## config.mk

```make
export PLATFORM = sky130hd
export DESIGN_NAME = lzw_ram
export DESIGN_NICKNAME = d
export VERILOG_FILES = /design/src/rtl/core/lzw_ram.sv
export SDC_FILE = /design/constraint.sdc
export NUM_CORES = 2
export LEC_CHECK = 0
export BUFFER_PORTS_ARGS = -buffer_cell sky130_fd_sc_hd__buf_2
export CAP_MARGIN = 20
export CORE_ASPECT_RATIO = 1.25
export CORE_MARGIN = 2
export CORE_UTILIZATION = 35
export DETAILED_ROUTE_END_ITERATION = 10
export SYNTH_ARGS = -nofsm -noshare
export SYNTH_HDL_FRONTEND = slang
export SYNTH_SLANG_ARGS = --single-unit
```

## constraint.sdc

```tcl
create_clock -name clk -period 2.31 [get_ports clk]
set_input_delay 0.231 -clock clk [delete_from_list [all_inputs] [get_ports clk]]
set_output_delay 0.231 -clock clk [all_outputs]
set_load 0.02 [all_outputs]
```

## src/rtl/core/lzw_ram.sv

```systemverilog
// ----------------------------------------------------------------------------
// lzw_ram
// Generic single-write, single-read synchronous RAM with registered read.
// ----------------------------------------------------------------------------
module lzw_ram #(
	parameter int WIDTH = 8,
	parameter int DEPTH = 256
) (
	input  logic                     clk,
	input  logic                     we,
	input  logic [$clog2(DEPTH)-1:0] waddr,
	input  logic [WIDTH-1:0]         wdata,
	input  logic [$clog2(DEPTH)-1:0] raddr,
	output logic [WIDTH-1:0]         rdata
);

	logic [WIDTH-1:0] mem [DEPTH];

	always_ff @(posedge clk) begin
		if (we) begin
			mem[waddr] <= wdata;
		end
		rdata <= mem[raddr];
	end

endmodule

```

==> results.toml <==
[cells_and_area]
final_util_pct = 42.0
finalNonFillerCells = 7580
drive_above_1_share_pct = 32.8
seq_area_um2 = 61700
layout_common_cells = "2048 x edfxtp_1, 625 x buf_4, 454 x mux4_2"
nNetsFinal = 4476
fillerInstances = 19600
multi_input_area_um2 = 16700
final_common_cell = "edfxtp_1"
syn2layout_area_growth_pct = 19.4

[critical_path]
r2r-start = "mem[24][5]"
endpoint_kind = "flip-flop"
required_ns = 3.02
worstPathArrival_ns = 3.04
critical_path_class = "flip-flop to flip-flop"
startpoint_type = "flip-flop"
startpoint = "mem[24][5]"
crit_fanout = 1

[die]
die_w_um = 430
fp-row-count = 195
die_area_um2 = 231000
die_y_um = 537
initial_utilization_pct = 35.2
floorplan.core_area_um2 = 226000
boundaryPins = 34

[outcome]
status = "complete, but fails checks"
violations = "setup timing"

[sta]
rsz0062_at_grt = "yes"
fmax_mhz = 430
finalWorstSetupSlack_ns = -0.0151
finalClockSkew_ns = 0.0276
finalCriticalPeriod_ns = 2.33
finalSetupViolations = 2
fin_crit_sh_pct = 101
slew_violations = 0
max_slew.worst_pin.slew_ns = 0.874
relSlewSlack_pct = 41.8
hold_violations = 0
final.setup.tns_ns = -0.0258

[yosys]
synth-compound-area-share_pct = 3.42
synth-xor-area-share_pct = 0
ys_top_cells_by_area = "edfxtp_1 77%, mux4_2 13%, mux2i_1 1.7%, nor2_1 1.3%, a22oi_1 1.3%"
async_flop_share_pct = 0
synth_warnings = 0
syn_nets = 3759
synth_edf_count = 2048
synth_area_um2 = 79600
ys.flop_type = "edfxtp_1"
synthAdderAreaFrac_pct = 0
synth_top_area_cell = "edfxtp_1"
seq_area_frac_synth_pct = 77.5
synthSimpleGateAreaFrac_pct = 2.63
syn_avg_cell_area_um2 = 21.3
synthMuxAreaShare_pct = 14.6
ys_ff_latch = 2056
synth_top_family_by_area = "multiplexers"
synth_top_area_share_pct = 77.3
synth_cell_types = 55
synthCells = 3733

[run]
maxCapViolCount = 0

[clock_network]
clkSinkCount = 2056
clock_path_buffers = 3
cts_tree = "yes"
path_clk_slew_ns = 0.06
cts-root-buf = "clkbuf_16"
post_cts_buffers = 0
clock_latency_ns = 0.84
cts_buffers = 187
cts_htree_levels = 4

[global_routing]
antenna_found_initial = 14
grt_usage_pct = 17.9
grt_max_degree = 107
grt_pass1_wl_um = 300000
grt_pass1_vias = 41600
grt_overflow = 0

[detailed_routing]
vias_per_cell = 5.36
ant_nets = 0
top_layer_used = "met5"
post-route-drc-count = 0
wl_um = 208000
wl_per_cell_um = 27.5
wl_met1_um = 79300
routed-wl-met3_um = 10900
wl_met2_um = 110000
first_pass_iters = 6
drtIter0Drc = 4297
vias = 40600

[pwr]
power_density_nw_per_um2 = 798
p_leak_nw = 30.5
vdd.ir_drop.worst_mv = 0.656
power_mw = 75.8

[hold_path]
hp-start = "waddr[2]"
hold_class = "input port to flip-flop"

[place]
io_buffers = 33
hpwl_um = 140000
placedCellCount = 7208
post-place-ws_ns = -1.14
gp_congestion = 0.868
## layer usage
layer | vias to the layer above | global-route usage [%]
met5 | - | 0
met4 | 4 | 7.57
met3 | 334 | 2.43
met2 | 1369 | 31.9
met1 | 21700 | 21.8
li1 | 17200 | -
## cell usage after synthesis, drive strengths merged (4+ instances only)
| cell | number |
|---|---|
| a221oi | 14 |
| or2 | 4 |
| and2 | 6 |
| buf | 122 |
| nor4 | 27 |
| o21ai | 12 |
| nor2 | 282 |
| nand2 | 33 |
| nand4 | 10 |
| nand3 | 34 |
| dfxtp | 8 |
| a21oi | 96 |
| o22ai | 28 |
| a211oi | 16 |
| a22o | 8 |
| clkbuf | 111 |
| o211ai | 10 |
| a2111oi | 5 |
| a22oi | 133 |
| o221ai | 47 |
| mux4 | 456 |
| o22a | 5 |
| nor3 | 22 |
| nand2b | 8 |
| nor2b | 31 |
| edfxtp | 2048 |
| mux2i | 134 |
| o32ai | 5 |
## per-stage QoR
stage,area [µm²],hold slack (ns)
4_1_cts,94900,0.0835
6_report,95000,0.147
3_3_place_gp,88700,0.588
5_1_grt,95000,0.142
3_5_place_dp,88700,0.586
2_1_floorplan,79600,0.330
## worst paths after layout
path | to | slack, ns | depth (start not counted)
hold / removal | mem[172][1] | 0.15 | 4
setup / recovery | rdata[5] | -0.02 | 7
setup reg to reg | rdata[5] | -0.02 | 7
hold reg to reg | rdata[0] | 1.12 | 7
## power by group
group	internal [mW]	total (mW)	switching [mW]
Combinational	1.83	4.47	2.64
Sequential	41.1	41.2	0.138
Clock	16.6	30.1	13.5
Total	59.5	75.8	16.3
## worst max-delay path: stages (launching register included)
cell	delay (ns)
edfxtp_1	0.37
mux4_2	0.46
a22o_1	0.25
a221oi_1	0.38
o221ai_1	0.27
a211oi_1	0.26
buf_4	0.17
nor4_1	0.04
## cell type report
type | instances | area share, %
diodes | 22 | 0.0580
clock buffers | 234 | 5.24
inverters | 2 | 0.00790
multi-input cells | 1442 | 17.6
repair buffers | 761 | 7.31
flip-flops and latches | 2056 | 64.9
clock inverters | 108 | 0.955
well taps | 2955 | 3.89
## sequential cells by signal, summed over array words and instances, names as in the netlist
name,flops
mem,2048
rdata,8
## kinds of logic (layout without fill, tap and decap cells)
| logic type | count (synthesis) | count (layout) |
|---|---|---|
| AO/OA/AOI/OAI | 385 | 385 |
| buffers and inverters | 235 | 1105 |
| flip-flops | 2056 | 2056 |
| multiplexers | 591 | 591 |
| other | 0 | 22 |
| AND/OR/NAND/NOR | 466 | 466 |
## timing repair
item | in CTS | in global routing
hold buffers | 8 | 0
hold endpoints to repair | 569 | 0
endpoints found under the setup margin | 6 | 7
resized for setup | 30 | 9
pin swaps | 4 | 8
Power figures use the tool's default switching activity.
